## src/rtl/apc_pkg.sv

```systemverilog
// ============================================================================
// apc_pkg: shared definitions for the ASCII polar to Cartesian converter
// Field widths, character codes, fixed-point scaling, the quarter-wave sine
// table and the types passed between the parser, the pipeline and the axes.
// ============================================================================
package apc_pkg;

    // Fixed-point scaling of the sine table and of the output coordinates.
    localparam int SINE_FRAC_BITS  = 15;
    localparam int COORD_FRAC_BITS = 8;

    // Field widths.
    localparam int BYTE_W     = 8;
    localparam int CFG_W      = 16;
    localparam int CFG_ADDR_W = 2;
    localparam int MAG_W      = 16;
    localparam int POINT_W    = 26;
    localparam int DIST_W     = 17;
    localparam int ANGLE_W    = 9;
    localparam int STATUS_W   = 2;

    // Output beat layout: x, y, distance and angle packed from bit 0 upward.
    localparam int PAYLOAD_W = 2 * POINT_W + DIST_W + ANGLE_W;
    localparam int TDATA_W   = ((PAYLOAD_W + 7) / 8) * 8;
    localparam int PAD_W     = TDATA_W - PAYLOAD_W;

    // Configuration register indexes and reset values.
    localparam logic [CFG_ADDR_W-1:0] REG_CENTER_X    = CFG_ADDR_W'(0);
    localparam logic [CFG_ADDR_W-1:0] REG_CENTER_Y    = CFG_ADDR_W'(1);
    localparam logic [CFG_ADDR_W-1:0] REG_RANGE_LIMIT = CFG_ADDR_W'(2);
    localparam logic signed [CFG_W-1:0] CENTER_X_RST  = CFG_W'(320);
    localparam logic signed [CFG_W-1:0] CENTER_Y_RST  = CFG_W'(240);
    localparam logic [CFG_W-1:0]        RANGE_LIM_RST = CFG_W'(450);

    // Character codes.
    localparam logic [BYTE_W-1:0] CH_NL    = 8'h0A;
    localparam logic [BYTE_W-1:0] CH_COMMA = 8'h2C;
    localparam logic [BYTE_W-1:0] CH_PLUS  = 8'h2B;
    localparam logic [BYTE_W-1:0] CH_MINUS = 8'h2D;
    localparam logic [BYTE_W-1:0] CH_ZERO  = 8'h30;
    localparam logic [BYTE_W-1:0] CH_NINE  = 8'h39;
    localparam logic [BYTE_W-1:0] CH_SPACE = 8'h20;
    localparam logic [BYTE_W-1:0] CH_TAB   = 8'h09;
    localparam logic [BYTE_W-1:0] CH_VT    = 8'h0B;
    localparam logic [BYTE_W-1:0] CH_FF    = 8'h0C;
    localparam logic [BYTE_W-1:0] CH_CR    = 8'h0D;

    // Angle arithmetic. A 12-bit value below 3600 is divided by 360 through
    // the reciprocal 91 / 2^15, which never overestimates and is at most one low.
    localparam int ANGLE_MOD   = 360;
    localparam int QUARTER     = 90;
    localparam int RECIP_360   = 91;
    localparam int RECIP_SHIFT = 15;
    localparam int MAG_MAX     = (1 << MAG_W) - 1;

    // Sine table geometry.
    localparam int SINE_W     = SINE_FRAC_BITS + 1;
    localparam int ROM_DEPTH  = QUARTER + 1;
    localparam int ROM_IDX_W  = $clog2(ROM_DEPTH);
    localparam longint unsigned PI_OVER_180_Q40 = 64'd19190098069;

    // Product rounding and coordinate sum widths.
    localparam int PROD_W     = MAG_W + SINE_W;
    localparam int SHR        = (SINE_FRAC_BITS > COORD_FRAC_BITS) ?
                                (SINE_FRAC_BITS - COORD_FRAC_BITS) : 0;
    localparam int SHL        = (SINE_FRAC_BITS > COORD_FRAC_BITS) ?
                                0 : (COORD_FRAC_BITS - SINE_FRAC_BITS);
    localparam int ROUND_BIAS = (1 << SHR) >> 1;
    localparam int TERM_W     = PROD_W + 1 + SHL;
    localparam int BASE_W     = CFG_W + COORD_FRAC_BITS;
    localparam int SUM_W      = ((TERM_W > BASE_W) ? TERM_W : BASE_W) + 2;
    localparam int PT_MAX     = (1 << (POINT_W - 1)) - 1;
    localparam int PT_MIN     = -(1 << (POINT_W - 1));

    // Result status codes.
    typedef enum logic [STATUS_W-1:0] {
        ST_IN_RANGE     = 2'd0,
        ST_OUT_OF_RANGE = 2'd1,
        ST_MALFORMED    = 2'd2
    } status_t;

    // Position of the scanner within one number field.
    typedef enum logic [1:0] {
        SCAN_BEFORE = 2'd0,
        SCAN_SIGN   = 2'd1,
        SCAN_DIGITS = 2'd2,
        SCAN_DONE   = 2'd3
    } scan_t;

    // One finished line as handed from the parser to the pipeline.
    typedef struct packed {
        status_t                   status;
        logic [ANGLE_W-1:0]        angle;
        logic signed [DIST_W-1:0]  distance;
    } line_t;

    // Unsigned long division by shift and subtract; only used while the
    // table below is built at elaboration.
    function automatic logic [63:0] quot64(input logic [63:0] num,
                                           input logic [63:0] den);
        logic [63:0] q;
        logic [64:0] r;
        q = '0;
        r = '0;
        for (int i = 63; i >= 0; i--) begin
            r = {r[63:0], num[i]};
            if (r >= {1'b0, den}) begin
                r    = r - {1'b0, den};
                q[i] = 1'b1;
            end
        end
        return q;
    endfunction

    // Builds the quarter-wave table at elaboration: a Q30 Taylor series of
    // sin(d degrees), rounded half up to SINE_FRAC_BITS fraction bits.
    function automatic logic [ROM_DEPTH*SINE_W-1:0] build_sine_rom();
        logic [ROM_DEPTH*SINE_W-1:0] rom;
        logic [63:0] x;
        logic [63:0] x2;
        logic [63:0] term;
        logic [63:0] sum;
        logic [63:0] div;
        rom = '0;
        for (int d = 0; d < ROM_DEPTH; d++) begin
            x    = (64'(d) * PI_OVER_180_Q40 + 64'd512) >> 10;
            x2   = (x * x) >> 30;
            term = x;
            sum  = x;
            for (int n = 1; n <= 7; n++) begin
                div  = 64'((2 * n) * (2 * n + 1));
                term = quot64((term * x2) >> 30, div);
                if ((n & 1) != 0) begin
                    sum = sum - term;
                end else begin
                    sum = sum + term;
                end
            end
            sum = (sum + (64'd1 << (29 - SINE_FRAC_BITS))) >> (30 - SINE_FRAC_BITS);
            rom[d*SINE_W +: SINE_W] = sum[SINE_W-1:0];
        end
        return rom;
    endfunction

    localparam logic [ROM_DEPTH*SINE_W-1:0] SINE_ROM = build_sine_rom();

    // Table read: sine magnitude of 0 to 90 degrees.
    function automatic logic [SINE_W-1:0] sine_at(input logic [ROM_IDX_W-1:0] idx);
        return SINE_ROM[32'(idx) * SINE_W +: SINE_W];
    endfunction

endpackage

```

## src/rtl/apc_parse.sv

```systemverilog
// ============================================================================
// apc_parse: line scanner for "angle,distance" text
// Scans one character per accepted beat, folds the angle modulo 360 and
// saturates the distance, and hands a finished line on every newline.
// ============================================================================
module apc_parse (
    input  logic                        aclk,
    input  logic                        aresetn,
    input  logic                        in_beat,     // a character is taken this cycle
    input  logic                        adv,         // pipeline moves this cycle
    input  logic [apc_pkg::BYTE_W-1:0]  rx_byte,
    input  logic [apc_pkg::CFG_W-1:0]   range_limit,
    output logic                        line_vld,
    output apc_pkg::line_t              line
);
    import apc_pkg::*;

    logic              field_reg,      field_next;
    scan_t             scan_reg,       scan_next;
    logic [ANGLE_W-1:0] ang_res_reg,   ang_res_next;
    logic              ang_neg_reg,    ang_neg_next;
    logic              ang_seen_reg,   ang_seen_next;
    logic [MAG_W-1:0]  dist_mag_reg,   dist_mag_next;
    logic              dist_neg_reg,   dist_neg_next;
    logic              dist_seen_reg,  dist_seen_next;
    logic              bad_reg,        bad_next;
    logic              line_vld_reg;
    line_t             line_reg,       line_next;

    logic                 is_nl;
    logic                 is_comma;
    logic                 is_blank;
    logic                 is_sign;
    logic                 is_minus;
    logic                 is_digit;
    logic [3:0]           digit;
    logic [11:0]          ang_acc;
    logic [18:0]          ang_q_prod;
    logic [3:0]           ang_q;
    logic [11:0]          ang_rem;
    logic [19:0]          dist_acc;
    logic                 malformed;
    logic                 beyond;

    // Character classes.
    assign is_nl    = (rx_byte == CH_NL);
    assign is_comma = (rx_byte == CH_COMMA);
    assign is_blank = (rx_byte == CH_SPACE) || (rx_byte == CH_TAB) || (rx_byte == CH_CR) ||
                      (rx_byte == CH_VT) || (rx_byte == CH_FF);
    assign is_minus = (rx_byte == CH_MINUS);
    assign is_sign  = (rx_byte == CH_PLUS) || is_minus;
    assign is_digit = (rx_byte >= CH_ZERO) && (rx_byte <= CH_NINE);
    assign digit    = 4'(rx_byte - CH_ZERO);

    // Angle digit step: (residue * 10 + digit) mod 360 by reciprocal and one correction.
    always_comb begin
        ang_acc    = 12'(ang_res_reg) * 12'd10 + 12'(digit);
        ang_q_prod = 19'(ang_acc) * 19'(RECIP_360);
        ang_q      = 4'(ang_q_prod >> RECIP_SHIFT);
        ang_rem    = ang_acc - 12'(ang_q) * 12'(ANGLE_MOD);
        if (ang_rem >= 12'(ANGLE_MOD)) begin
            ang_rem = ang_rem - 12'(ANGLE_MOD);
        end
    end

    // Distance digit step with saturation.
    assign dist_acc = 20'(dist_mag_reg) * 20'd10 + 20'(digit);

    // Next scan state.
    always_comb begin
        field_next     = field_reg;
        scan_next      = scan_reg;
        ang_res_next   = ang_res_reg;
        ang_neg_next   = ang_neg_reg;
        ang_seen_next  = ang_seen_reg;
        dist_mag_next  = dist_mag_reg;
        dist_neg_next  = dist_neg_reg;
        dist_seen_next = dist_seen_reg;
        bad_next       = bad_reg;
        if (in_beat) begin
            if (is_nl) begin
                field_next     = 1'b0;
                scan_next      = SCAN_BEFORE;
                ang_res_next   = '0;
                ang_neg_next   = 1'b0;
                ang_seen_next  = 1'b0;
                dist_mag_next  = '0;
                dist_neg_next  = 1'b0;
                dist_seen_next = 1'b0;
                bad_next       = 1'b0;
            end else if (!field_reg && is_comma) begin
                bad_next   = bad_reg || !ang_seen_reg;
                field_next = 1'b1;
                scan_next  = SCAN_BEFORE;
            end else if (scan_reg == SCAN_BEFORE && is_blank) begin
                // Leading blanks are skipped.
                scan_next = SCAN_BEFORE;
            end else if (scan_reg == SCAN_BEFORE && is_sign) begin
                if (!field_reg) begin
                    ang_neg_next = is_minus;
                end else begin
                    dist_neg_next = is_minus;
                end
                scan_next = SCAN_SIGN;
            end else if (scan_reg != SCAN_DONE && is_digit) begin
                if (!field_reg) begin
                    ang_res_next  = ANGLE_W'(ang_rem);
                    ang_seen_next = 1'b1;
                end else begin
                    dist_mag_next  = (dist_acc > 20'(MAG_MAX)) ? MAG_W'(MAG_MAX)
                                                               : dist_acc[MAG_W-1:0];
                    dist_seen_next = 1'b1;
                end
                scan_next = SCAN_DIGITS;
            end else begin
                scan_next = SCAN_DONE;
            end
        end
    end

    // Finished line as it stands when the newline arrives.
    always_comb begin
        malformed = bad_reg || !ang_seen_reg || !field_reg || !dist_seen_reg;
        beyond    = (!dist_neg_reg || dist_mag_reg == '0) && (dist_mag_reg >= range_limit);
        line_next = '0;
        if (malformed) begin
            line_next.status = ST_MALFORMED;
        end else begin
            line_next.status   = beyond ? ST_OUT_OF_RANGE : ST_IN_RANGE;
            line_next.angle    = (ang_neg_reg && ang_res_reg != '0) ?
                                 (ANGLE_W'(ANGLE_MOD) - ang_res_reg) : ang_res_reg;
            line_next.distance = dist_neg_reg ? -$signed({1'b0, dist_mag_reg})
                                              : $signed({1'b0, dist_mag_reg});
        end
    end

    // Scan state registers.
    always_ff @(posedge aclk) begin
        if (!aresetn) begin
            field_reg     <= 1'b0;
            scan_reg      <= SCAN_BEFORE;
            ang_res_reg   <= '0;
            ang_neg_reg   <= 1'b0;
            ang_seen_reg  <= 1'b0;
            dist_mag_reg  <= '0;
            dist_neg_reg  <= 1'b0;
            dist_seen_reg <= 1'b0;
            bad_reg       <= 1'b0;
        end else begin
            field_reg     <= field_next;
            scan_reg      <= scan_next;
            ang_res_reg   <= ang_res_next;
            ang_neg_reg   <= ang_neg_next;
            ang_seen_reg  <= ang_seen_next;
            dist_mag_reg  <= dist_mag_next;
            dist_neg_reg  <= dist_neg_next;
            dist_seen_reg <= dist_seen_next;
            bad_reg       <= bad_next;
        end
    end

    // Line hand-off register, first pipeline stage.
    always_ff @(posedge aclk) begin
        if (!aresetn) begin
            line_vld_reg <= 1'b0;
        end else if (adv) begin
            line_vld_reg <= in_beat && is_nl;
        end
    end

    always_ff @(posedge aclk) begin
        if (adv) begin
            line_reg <= line_next;
        end
    end

    assign line_vld = line_vld_reg;
    assign line     = line_reg;

endmodule

```

## src/rtl/apc_axis.sv

```systemverilog
// ============================================================================
// apc_axis: one coordinate axis
// Multiplies distance by a trig magnitude with rounding, then applies the
// sign, adds the scaled center and saturates, one register after each step.
// ============================================================================
module apc_axis (
    input  logic                               aclk,
    input  logic                               adv,
    input  logic signed [apc_pkg::CFG_W-1:0]   center,
    input  logic [apc_pkg::MAG_W-1:0]          dist_mag,
    input  logic                               dist_neg,
    input  logic [apc_pkg::SINE_W-1:0]         trig_mag,
    input  logic                               trig_neg,
    input  logic                               kill,      // malformed line: force zero
    output logic signed [apc_pkg::POINT_W-1:0] coord
);
    import apc_pkg::*;

    logic [PROD_W-1:0]         prod;
    logic [PROD_W:0]           prod_rnd;
    logic [TERM_W-1:0]         term_reg,  term_next;
    logic                      neg_reg;
    logic signed [SUM_W-1:0]   base;
    logic signed [SUM_W-1:0]   term_s;
    logic signed [SUM_W-1:0]   sum;
    logic signed [POINT_W-1:0] coord_reg, coord_next;

    // Product magnitude, rounded half away from zero to the coordinate scale.
    always_comb begin
        prod      = PROD_W'(dist_mag) * PROD_W'(trig_mag);
        prod_rnd  = ((PROD_W + 1)'(prod) + (PROD_W + 1)'(ROUND_BIAS)) >> SHR;
        term_next = TERM_W'(prod_rnd) << SHL;
    end

    always_ff @(posedge aclk) begin
        if (adv) begin
            term_reg <= term_next;
            neg_reg  <= dist_neg ^ trig_neg;
        end
    end

    // Signed sum with the center and saturation to the coordinate range.
    always_comb begin
        base   = SUM_W'(center) <<< COORD_FRAC_BITS;
        term_s = $signed(SUM_W'(term_reg));
        sum    = base + (neg_reg ? -term_s : term_s);
        if (kill) begin
            coord_next = '0;
        end else if (sum > SUM_W'(PT_MAX)) begin
            coord_next = POINT_W'(PT_MAX);
        end else if (sum < SUM_W'(PT_MIN)) begin
            coord_next = POINT_W'(PT_MIN);
        end else begin
            coord_next = POINT_W'(sum);
        end
    end

    always_ff @(posedge aclk) begin
        if (adv) begin
            coord_reg <= coord_next;
        end
    end

    assign coord = coord_reg;

endmodule

```

## src/rtl/ascii_polar_to_cartesian_core.sv

```systemverilog
// ============================================================================
// ascii_polar_to_cartesian_core: serial "angle,distance" text to x/y points
// Top level with configuration registers, line scanner, trig lookup and the
// two coordinate axes in a four-register pipeline.
// ============================================================================
// Usage:
//   The slave channel takes one ASCII character per beat in s_tdata. Lines
//   look like "angle,distance" followed by a newline. Every newline beat
//   yields exactly one master beat; other characters yield none.
//   The master beat carries x and y in signed pixels with COORD_FRAC_BITS
//   fraction bits, the parsed distance and angle in m_tdata, and the status
//   (in range, at or beyond the range limit, malformed) in m_tuser.
//   Pipeline: a taken newline beat moves through the scanner, trig table,
//   multiply and sum stages, the last of which is the output register.
//   Throughput: one character per cycle; the stages move together and are
//   only held while a finished result waits on m_tready.
//   Stall: with the output register full and m_tready low, s_tready drops
//   and every stage holds its contents.
//   Reset: the scanner starts a fresh line, the pipeline empties, and the
//   center is (320, 240), range limit 450. The user writes registers through
//   cfg_wr_en / cfg_addr / cfg_wdata only with no line in flight; unchecked.
// ============================================================================
module ascii_polar_to_cartesian_core (
    input  logic                            aclk,
    input  logic                            aresetn,
    // Input characters. s_tdata: rx_byte [7:0].
    input  logic                            s_tvalid,
    output logic                            s_tready,
    input  logic [apc_pkg::BYTE_W-1:0]      s_tdata,
    // Points. m_tdata: point_x [25:0], point_y [51:26], distance [68:52],
    // angle_deg [77:69], zero fill [79:78]. m_tuser: status [1:0].
    output logic                            m_tvalid,
    input  logic                            m_tready,
    output logic [apc_pkg::TDATA_W-1:0]     m_tdata,
    output logic [apc_pkg::STATUS_W-1:0]    m_tuser,
    // Configuration writes.
    input  logic                            cfg_wr_en,
    input  logic [apc_pkg::CFG_ADDR_W-1:0]  cfg_addr,
    input  logic [apc_pkg::CFG_W-1:0]       cfg_wdata
);
    import apc_pkg::*;

    logic signed [CFG_W-1:0] center_x_reg;
    logic signed [CFG_W-1:0] center_y_reg;
    logic [CFG_W-1:0]        range_limit_reg;

    logic                    adv;
    logic                    in_beat;
    logic                    line_vld;
    line_t                   line;

    logic [1:0]              quad;
    logic [1:0]              quad_cos;
    logic [ROM_IDX_W-1:0]    rem;
    logic [SINE_W-1:0]       rom_lo;
    logic [SINE_W-1:0]       rom_hi;

    logic                    t_vld_reg;
    line_t                   t_line_reg;
    logic [SINE_W-1:0]       sin_mag_reg;
    logic                    sin_neg_reg;
    logic [SINE_W-1:0]       cos_mag_reg;
    logic                    cos_neg_reg;
    logic [MAG_W-1:0]        dmag_reg;
    logic                    dneg_reg;

    logic                    mul_vld_reg;
    line_t                   mul_line_reg;
    logic                    out_vld_reg;
    line_t                   out_line_reg;

    logic                    kill;
    logic signed [POINT_W-1:0] coord_x;
    logic signed [POINT_W-1:0] coord_y;

    // Configuration registers.
    always_ff @(posedge aclk) begin
        if (!aresetn) begin
            center_x_reg    <= CENTER_X_RST;
            center_y_reg    <= CENTER_Y_RST;
            range_limit_reg <= RANGE_LIM_RST;
        end else if (cfg_wr_en) begin
            case (cfg_addr)
                REG_CENTER_X:    center_x_reg    <= $signed(cfg_wdata);
                REG_CENTER_Y:    center_y_reg    <= $signed(cfg_wdata);
                REG_RANGE_LIMIT: range_limit_reg <= cfg_wdata;
                default: begin
                end
            endcase
        end
    end

    // The whole pipeline moves whenever the output register can take a beat.
    assign adv      = !out_vld_reg || m_tready;
    assign s_tready = adv;
    assign in_beat  = s_tvalid && adv;

    apc_parse u_parse (
        .aclk        (aclk),
        .aresetn     (aresetn),
        .in_beat     (in_beat),
        .adv         (adv),
        .rx_byte     (s_tdata),
        .range_limit (range_limit_reg),
        .line_vld    (line_vld),
        .line        (line)
    );

    // Quadrant split and table lookup; cosine is the sine one quadrant on.
    always_comb begin
        if (line.angle < ANGLE_W'(QUARTER)) begin
            quad = 2'd0;
            rem  = ROM_IDX_W'(line.angle);
        end else if (line.angle < ANGLE_W'(2 * QUARTER)) begin
            quad = 2'd1;
            rem  = ROM_IDX_W'(line.angle - ANGLE_W'(QUARTER));
        end else if (line.angle < ANGLE_W'(3 * QUARTER)) begin
            quad = 2'd2;
            rem  = ROM_IDX_W'(line.angle - ANGLE_W'(2 * QUARTER));
        end else begin
            quad = 2'd3;
            rem  = ROM_IDX_W'(line.angle - ANGLE_W'(3 * QUARTER));
        end
        quad_cos = quad + 2'd1;
        rom_lo   = sine_at(rem);
        rom_hi   = sine_at(ROM_IDX_W'(QUARTER) - rem);
    end

    // Trig stage registers.
    always_ff @(posedge aclk) begin
        if (!aresetn) begin
            t_vld_reg <= 1'b0;
        end else if (adv) begin
            t_vld_reg <= line_vld;
        end
    end

    always_ff @(posedge aclk) begin
        if (adv) begin
            t_line_reg  <= line;
            sin_mag_reg <= quad[0] ? rom_hi : rom_lo;
            sin_neg_reg <= quad[1];
            cos_mag_reg <= quad_cos[0] ? rom_hi : rom_lo;
            cos_neg_reg <= quad_cos[1];
            dmag_reg    <= line.distance[DIST_W-1] ? MAG_W'(-line.distance)
                                                   : MAG_W'(line.distance);
            dneg_reg    <= line.distance[DIST_W-1];
        end
    end

    // Multiply and output stage control.
    always_ff @(posedge aclk) begin
        if (!aresetn) begin
            mul_vld_reg <= 1'b0;
            out_vld_reg <= 1'b0;
        end else if (adv) begin
            mul_vld_reg <= t_vld_reg;
            out_vld_reg <= mul_vld_reg;
        end
    end

    always_ff @(posedge aclk) begin
        if (adv) begin
            mul_line_reg <= t_line_reg;
            out_line_reg <= mul_line_reg;
        end
    end

    assign kill = (mul_line_reg.status == ST_MALFORMED);

    apc_axis u_axis_x (
        .aclk     (aclk),
        .adv      (adv),
        .center   (center_x_reg),
        .dist_mag (dmag_reg),
        .dist_neg (dneg_reg),
        .trig_mag (cos_mag_reg),
        .trig_neg (cos_neg_reg),
        .kill     (kill),
        .coord    (coord_x)
    );

    apc_axis u_axis_y (
        .aclk     (aclk),
        .adv      (adv),
        .center   (center_y_reg),
        .dist_mag (dmag_reg),
        .dist_neg (dneg_reg),
        .trig_mag (sin_mag_reg),
        .trig_neg (sin_neg_reg),
        .kill     (kill),
        .coord    (coord_y)
    );

    // Output beat.
    assign m_tvalid = out_vld_reg;
    assign m_tdata  = {{PAD_W{1'b0}}, out_line_reg.angle, out_line_reg.distance,
                       coord_y, coord_x};
    assign m_tuser  = out_line_reg.status;

`ifndef SYNTH
    // A newline beat always produces a finished line in the next cycle.
    a_newline_line: assert property (@(posedge aclk) disable iff (!aresetn)
        (s_tvalid && s_tready && s_tdata == CH_NL) |=> line_vld)
        else $error("newline beat did not produce a line");

    // Any other character beat produces no line.
    a_other_no_line: assert property (@(posedge aclk) disable iff (!aresetn)
        (s_tvalid && s_tready && s_tdata != CH_NL) |=> !line_vld)
        else $error("non-newline beat produced a line");

    // While the output is blocked, no stage moves.
    a_stall_holds: assert property (@(posedge aclk) disable iff (!aresetn)
        !adv |=> ($stable(line_vld) && $stable(t_vld_reg) && $stable(mul_vld_reg)))
        else $error("pipeline moved during a stall");

    // A malformed line reports all-zero fields.
    a_malformed_zero: assert property (@(posedge aclk) disable iff (!aresetn)
        (out_vld_reg && out_line_reg.status == ST_MALFORMED) |->
        (coord_x == '0 && coord_y == '0 && out_line_reg.distance == '0 &&
         out_line_reg.angle == '0))
        else $error("malformed line with nonzero fields");

    // The reported angle is always reduced below a full turn.
    a_angle_range: assert property (@(posedge aclk) disable iff (!aresetn)
        out_vld_reg |-> (out_line_reg.angle < ANGLE_W'(ANGLE_MOD)))
        else $error("angle not reduced modulo 360");
`endif

endmodule

```

## config.mk

```make
export PLATFORM = sky130hd
export DESIGN_NAME = ascii_polar_to_cartesian_core
export DESIGN_NICKNAME = d
export VERILOG_FILES = /design/src/rtl/apc_pkg.sv /design/src/rtl/apc_parse.sv /design/src/rtl/apc_axis.sv /design/src/rtl/ascii_polar_to_cartesian_core.sv
export SDC_FILE = /design/constraint.sdc
export NUM_CORES = 2
export LEC_CHECK = 0
export BUFFER_PORTS_ARGS = -buffer_cell sky130_fd_sc_hd__clkbuf_2
export CORE_MARGIN = 10
export CORE_UTILIZATION = 60
export CTS_BUF_LIST = sky130_fd_sc_hd__clkbuf_4 sky130_fd_sc_hd__clkbuf_8 sky130_fd_sc_hd__clkbuf_16
export DETAILED_ROUTE_END_ITERATION = 10
export PLACE_DENSITY = 0.77
export SYNTH_ARGS = -nofsm -noshare
export SYNTH_HDL_FRONTEND = slang
export SYNTH_SLANG_ARGS = --single-unit
```

## constraint.sdc

```tcl
create_clock -name aclk -period 17.7 [get_ports aclk]
set_clock_uncertainty 0.1 [all_clocks]
set_input_delay 3.54 -clock aclk [delete_from_list [all_inputs] [get_ports aclk]]
set_output_delay 3.54 -clock aclk [all_outputs]
set_load 0.005 [all_outputs]
```

; After elaboration in Yosys (flattened, before gate mapping)
; Index checks and enable logic that the tools add are counted.
[word_totals]
reg_bits = 354
latch_bits = 0
ramBits = 0
romBits = 0
output_inout_bits = 84
wordCells = 208
memories = 0
[op_classes]
n_addsub = 19
n_mul = 6
div_mod_pow = 0
order_cmp = 12
n_eq_ne = 17
shifts = 2
n_mux = 63
bitwise_logic = 3
n_reduce_logical = 43
[op_table]
columns = cell, n
row1 = 1456-bit by 12-bit variable part select with 16-bit output (first input constant), 2
row2 = 16-bit 2-to-1 mux, 11
row3 = 9-bit 2-to-1 mux, 8
row4 = 24-bit by 35-bit adder with 35-bit output, 2
row5 = 35-bit by 26-bit > comparator with 1-bit output (second input constant), 2
row6 = 35-bit by 26-bit less-than comparator with 1-bit output (second input constant), 2
row7 = 35-bit 2-to-1 mux, 2
row8 = 26-bit negation with 35-bit output, 2
row9 = 32-bit by 7-bit adder with 33-bit output (second input constant), 2
row10 = 16-bit by 16-bit multiplier with 32-bit output, 2
row11 = 26-bit 2-to-1 mux, 2
row12 = 25-bit 2-to-1 mux, 2
row13 = 8-bit by 4-bit == test with 1-bit output (second input constant), 5
row14 = 8-bit by 6-bit == test with 1-bit output (second input constant), 4
row15 = 1-bit 2-to-1 mux, 29
row16 = 7-bit 2-to-1 mux, 3
row17 = 20-bit by 4-bit adder with 20-bit output, 1
row18 = 20-bit by 16-bit > comparator with 1-bit output (second input constant), 1
row19 = 12-bit by 7-bit multiplier with 19-bit output (second input constant), 1
row20 = 16-bit by 3-bit multiplier with 19-bit output (second input constant), 1
row21 = 16-bit negation with 17-bit output, 1
row22 = 16-bit greater-or-equal comparator, 1
row23 = 16-bit zero test, 1
row24 = 16-bit negation, 1
row25 = 35 further kinds, 77

; Longest topological paths before layout
[depth]
word_depth = 13
mapped_depth = 44

; Modules after synthesis
; From an unflattened synthesis, not the netlist that was laid out.
[unflattened]
hier_cells = 4816
area_unflattened_um2 = 43726.9
[by_module_without_submodules]
columns = module, n_inst, cells_each, area_per_inst_um2
row1 = apc_axis (u_axis_y), 1, 1411, 12598.3
row2 = apc_axis (u_axis_x), 1, 1350, 12472.0
row3 = ascii_polar_to_cartesian_core, 1, 1178, 10973.0
row4 = apc_parse, 1, 877, 7683.6

; Worst setup path after synthesis
; No wires, ideal clock.
[synth_path]
path_kind = input-to-output
startpoint = input m_tready
endpoint = output s_tready
arrival_time_ps = 8873
required_time_ps = 14060
slack_ps = 5187
stages = 2
path_buffers = 0
path_cell_list = nor2b_1 -> inv_1
[synth_via]
elab_chain_len = 1
[synth_rtl]
columns = element, line
row1 = start: declaration, ascii_polar_to_cartesian_core.sv:33  ; input logic m_tready,
row2 = 1-bit logical OR, ascii_polar_to_cartesian_core.sv:94  ; assign adv = !out_vld_reg || m_tready;
row3 = end: declaration, ascii_polar_to_cartesian_core.sv:28  ; output logic s_tready,
; No other way between the ends.

; Worst setup path after layout
[layout_path]
startpoint = input s_tdata[2] (netlist name)
endpoint = register u_parse.ang_res_reg[3]
[layout_via]
elab_chain_len = 13
elab_cells_between_ends = 41
[layout_rtl]
columns = element, line
row1 = start: declaration, ascii_polar_to_cartesian_core.sv:29  ; input logic [apc_pkg::BYTE_W-1:0] s_tdata,
row2 = 4-bit by 1-bit subtractor with 4-bit output, apc_parse.sv:53  ; assign digit = 4'(rx_byte - CH_ZERO);
row3 = 12-bit by 4-bit adder with 12-bit output, apc_parse.sv:57  ; ang_acc = 12'(ang_res_reg) * 12'd10 + 12'(digit);
row4 = 12-bit by 7-bit multiplier with 19-bit output, apc_parse.sv:58  ; ang_q_prod = 19'(ang_acc) * 19'(RECIP_360);
row5 = 4-bit by 6-bit multiplier with 9-bit output, apc_parse.sv:60  ; ang_rem = ang_acc - 12'(ang_q) * 12'(ANGLE_MOD);
row6 = 12-bit subtractor, apc_parse.sv:60
row7 = 12-bit by 9-bit greater-or-equal comparator with 1-bit output / 9-bit subtractor (equally long branches), "apc_parse.sv:61, apc_parse.sv:62"
row8 = 9-bit 2-to-1 mux, apc_parse.sv:61  ; if (ang_rem >= 12'(ANGLE_MOD)) begin
row9 = 9-bit 2-to-1 mux, apc_parse.sv:106  ; if (!field_reg) begin
row10 = 9-bit 2-to-1 mux, apc_parse.sv:105  ; end else if (scan_reg != SCAN_DONE && is_digit) begin
row11 = 9-bit 2-to-1 mux, apc_parse.sv:98  ; end else if (scan_reg == SCAN_BEFORE && is_sign) begin
row12 = 9-bit 2-to-1 mux, apc_parse.sv:95  ; end else if (scan_reg == SCAN_BEFORE && is_blank) begin
row13 = 9-bit 2-to-1 mux, apc_parse.sv:91  ; end else if (!field_reg && is_comma) begin
row14 = 9-bit 2-to-1 mux, apc_parse.sv:81  ; if (is_nl) begin
row15 = end signal: assignment, apc_parse.sv:152  ; ang_res_reg <= ang_res_next;
row16 = end: declaration, apc_parse.sv:20  ; logic [ANGLE_W-1:0] ang_res_reg, ang_res_next;
; Several ways; a longest one is shown, not always the timed one. The select of a mux whose other input is x is not followed.
; A chain may end at the register's enable or synchronous reset.

==> flow_metrics.tcl <==
set metrics [dict create \
    initial_core_util_pct 60.5 \
    p_leak_nw 22.4 \
    setup_viol 0 \
    ys_types 96 \
    netSwitchingFraction_pct 36.1 \
    fin_setup_tns_ps 0 \
    grt_pass1_vias 34100 \
    crit_required_ps 18050 \
    die_area_sq_um 81700 \
    dr.pass1.iters 7 \
    synth_area_sq_um 42400 \
    synth-edff-count 267 \
    synth.most_common_cell "nand2_1" \
    ys.flop_type "edfxtp_1" \
    r2r_start "u_parse.ang_res_reg[3]$_SDFFE_PN0P_" \
    antenna_found_initial 3 \
    startpoint_type "input pin" \
    gp_congestion 0.987 \
    postLayoutCellArea_sq_um 45000 \
    power_frac_clock_pct 29.5 \
    antenna_cells 0 \
    drt_iter0_drc 3202 \
    cts_buffers 40 \
    cts.htree.levels 2 \
    area_delta_synth_final_pct 6.13 \
    grt_pass1_wl_microns 180000 \
    cp-end-kind "register" \
    ys_warn_count 0 \
    async_flop_share_pct 0 \
    dr_total_vias 34300 \
    cts_tree "done" \
    synth_area_per_cell_sq_um 9.11 \
    place_hpwl_microns 80800 \
    critPathSlowestCell "xor2_1" \
    postCtsSetupBuffers 0 \
    holdCritStartpoint "t_line_reg[13]$_DFFE_PN_" \
    clock_latency_ps 580 \
    hold_class "register to register" \
    io_buffers 112 \
    fin_crit_sh_pct 76.8 \
    synthTopCellsByArea "fa_1 20%, edfxtp_1 19%, ha_1 13%, nand2_1 5.4%, inv_1 5.3%" \
    cts-root-buf "clkbuf_16" \
    fin_nets 5524 \
    yosysTopAreaCell "fa_1" \
    p_int_mw 1.81 \
    place_area_sq_um 43700 \
    core_sq_um 70000 \
    path_clk_slew_ps 60 \
    synth-seq-cells 352 \
    ff2ff_path_depth 41 \
    peakVddDrop_mv 0.188 \
    wl_per_cell_microns 19.7 \
    maxCapViolations 0 \
    rsz0062_at_grt "false" \
    cp_common_cell "ha_1" \
    netlist_top_cells_count "607 x nand2_1, 599 x inv_1, 443 x ha_1, 420 x fa_1, 267 x edfxtp_1" \
    cp.arrival_ps 13930 \
    grt_max_degree 165 \
    reg2reg_to "u_parse.ang_res_reg[3]$_SDFFE_PN0P_" \
    yosysTopAreaCellShare_pct 19.8 \
    hold_buffers 0 \
    cts_resized 0 \
    die_y_microns 286 \
    grtUsageTotal_pct 26.9 \
    syn-instance-count 4652 \
    vias_per_cell 6.12 \
    rrSetupSlack_ps 6030 \
    drtAntennaViolNets 0 \
    final-max-slew-violation-count 0 \
    critPathKind "input pin to register" \
    powerDensity_nw_per_um2 62.9 \
    drc 0 \
    cp_slowest_stage_delay_ps 880 \
    hold_viol 0 \
    rows 97 \
    ios 115 \
    ys_seq_area_share_pct 22.9 \
    status "complete, no violations" \
    clock_path_buffers 3 \
    drive_gt1_share_pct 6.24 \
    cts.sinks 352 \
    wl_microns 111000 \
    fillers 5828 \
    min_path_cells 0 \
    max_freq_mhz 73.6 \
    switchingPower_mw 1.02 \
    path_max_fanout 13 \
    layout_min_cycle_time_ps 13590 \
    overflow 0 \
    seqPwrFrac_pct 31.7 \
    die_w_microns 286 \
    max_slew_margin_pct 16.6 \
    tightestPinTransition_ps 1230 \
    holdPathEnd "mul_line_reg[13]$_DFFE_PN_" \
    pwr-share-comb_pct 38.8 \
]
## power groups by stage
stage	sequential (mW)	combinational, mW	clock [mW]
6_report	0.899	1.10	0.835
5_1_grt	0.899	1.13	0.881
4_1_cts	0.898	1.10	0.849
3_5_place_dp	0.916	1.09	0
3_3_place_gp	0.916	1.07	0
2_1_floorplan	0.911	0.911	0
## stage by stage
step | std cells | utilization, % | setup WS (ps) | hold WS [ps] | power [mW]
finish | 5602 | 64.2 | 4110 | 315 | 2.83
global route | 5602 | 64.2 | 3350 | 322 | 2.91
CTS | 5602 | 64.2 | 4190 | 317 | 2.85
detailed placement | 5528 | 62.4 | 3640 | 305 | 2.01
global placement | 5528 | 62.4 | 3960 | 301 | 1.99
floorplan | 4653 | - | 5190 | 300 | 1.82
## cell families after synthesis
logic type,Yosys count,synth area share (%)
mux,34,0.820
compound gates,939,15.4
other cells,1,0.00885
simple gates,1416,15.9
buf+inv,828,7.44
flops,352,22.9
xor+xnor,218,4.58
fa+ha+maj,864,32.9
## per-layer routing
metal	vias up	wire, microns	track usage (%)
met4	2	4840	11.2
met2	1554	52200	44.4
met3	327	8590	4.50
met1	16600	44900	34.9
li1	15800	-	-
met5	-	13	0
## cell usage in the layout, fill, tap and decap left out, types with 33 or more instances in the layout
| cell type | netlist | layout |
|---|---|---|
| xor2_1 | 78 | 78 |
| inv_1 | 599 | 598 |
| ha_1 | 443 | 443 |
| a31oi_1 | 35 | 34 |
| nor2_1 | 220 | 217 |
| buf_4 | 2 | 49 |
| a21boi_0 | 60 | 60 |
| o31ai_1 | 59 | 59 |
| a21oi_1 | 156 | 156 |
| nand2_1 | 607 | 607 |
| o211ai_1 | 46 | 46 |
| a211oi_1 | 40 | 40 |
| clkbuf_16 | 0 | 43 |
| xnor2_1 | 138 | 138 |
| nand3_1 | 59 | 59 |
| and2_1 | 223 | 223 |
| o21ai_0 | 169 | 169 |
| clkbuf_2 | 0 | 112 |
| o21a_1 | 50 | 50 |
| or3_1 | 33 | 33 |
| a21o_1 | 66 | 66 |
| edfxtp_1 | 267 | 267 |
| fa_1 | 420 | 420 |
| nor3_1 | 81 | 81 |
| dfxtp_1 | 85 | 85 |
## final cells by class
class                      instances  area (sq um)  area share (%)
tap                              940          1180            2.61
inverter                         601          2260            5.03
clock buffer                      54          1170            2.60
multi-input combinational       3473         29600            65.7
sequential                       352          9720            21.6
clock inverter                    20           153           0.339
timing repair buffer             162           948            2.11
## worst max path at each step
stage | from | to | cells past startpoint
floorplan | m_tready | s_tready | 2
global placement | s_tdata[2] | u_parse.ang_res_reg[6]$_SDFFE_PN0P_ | 39
detailed placement | s_tdata[2] | u_parse.ang_res_reg[3]$_SDFFE_PN0P_ | 39
CTS | s_tdata[2] | u_parse.ang_res_reg[5]$_SDFFE_PN0P_ | 39
global route | s_tdata[2] | u_parse.ang_res_reg[3]$_SDFFE_PN0P_ | 39
finish | s_tdata[2] | u_parse.ang_res_reg[3]$_SDFFE_PN0P_ | 39
## worst max-delay path, delay by kind of cell
family	cells	cell delay [ps]
xor+xnor	4	1640
compound gates	9	2360
simple gates	9	1600
fa+ha+maj	10	4040
buf+inv	6	480
mux	1	270
(Power assumes the default switching activity.)
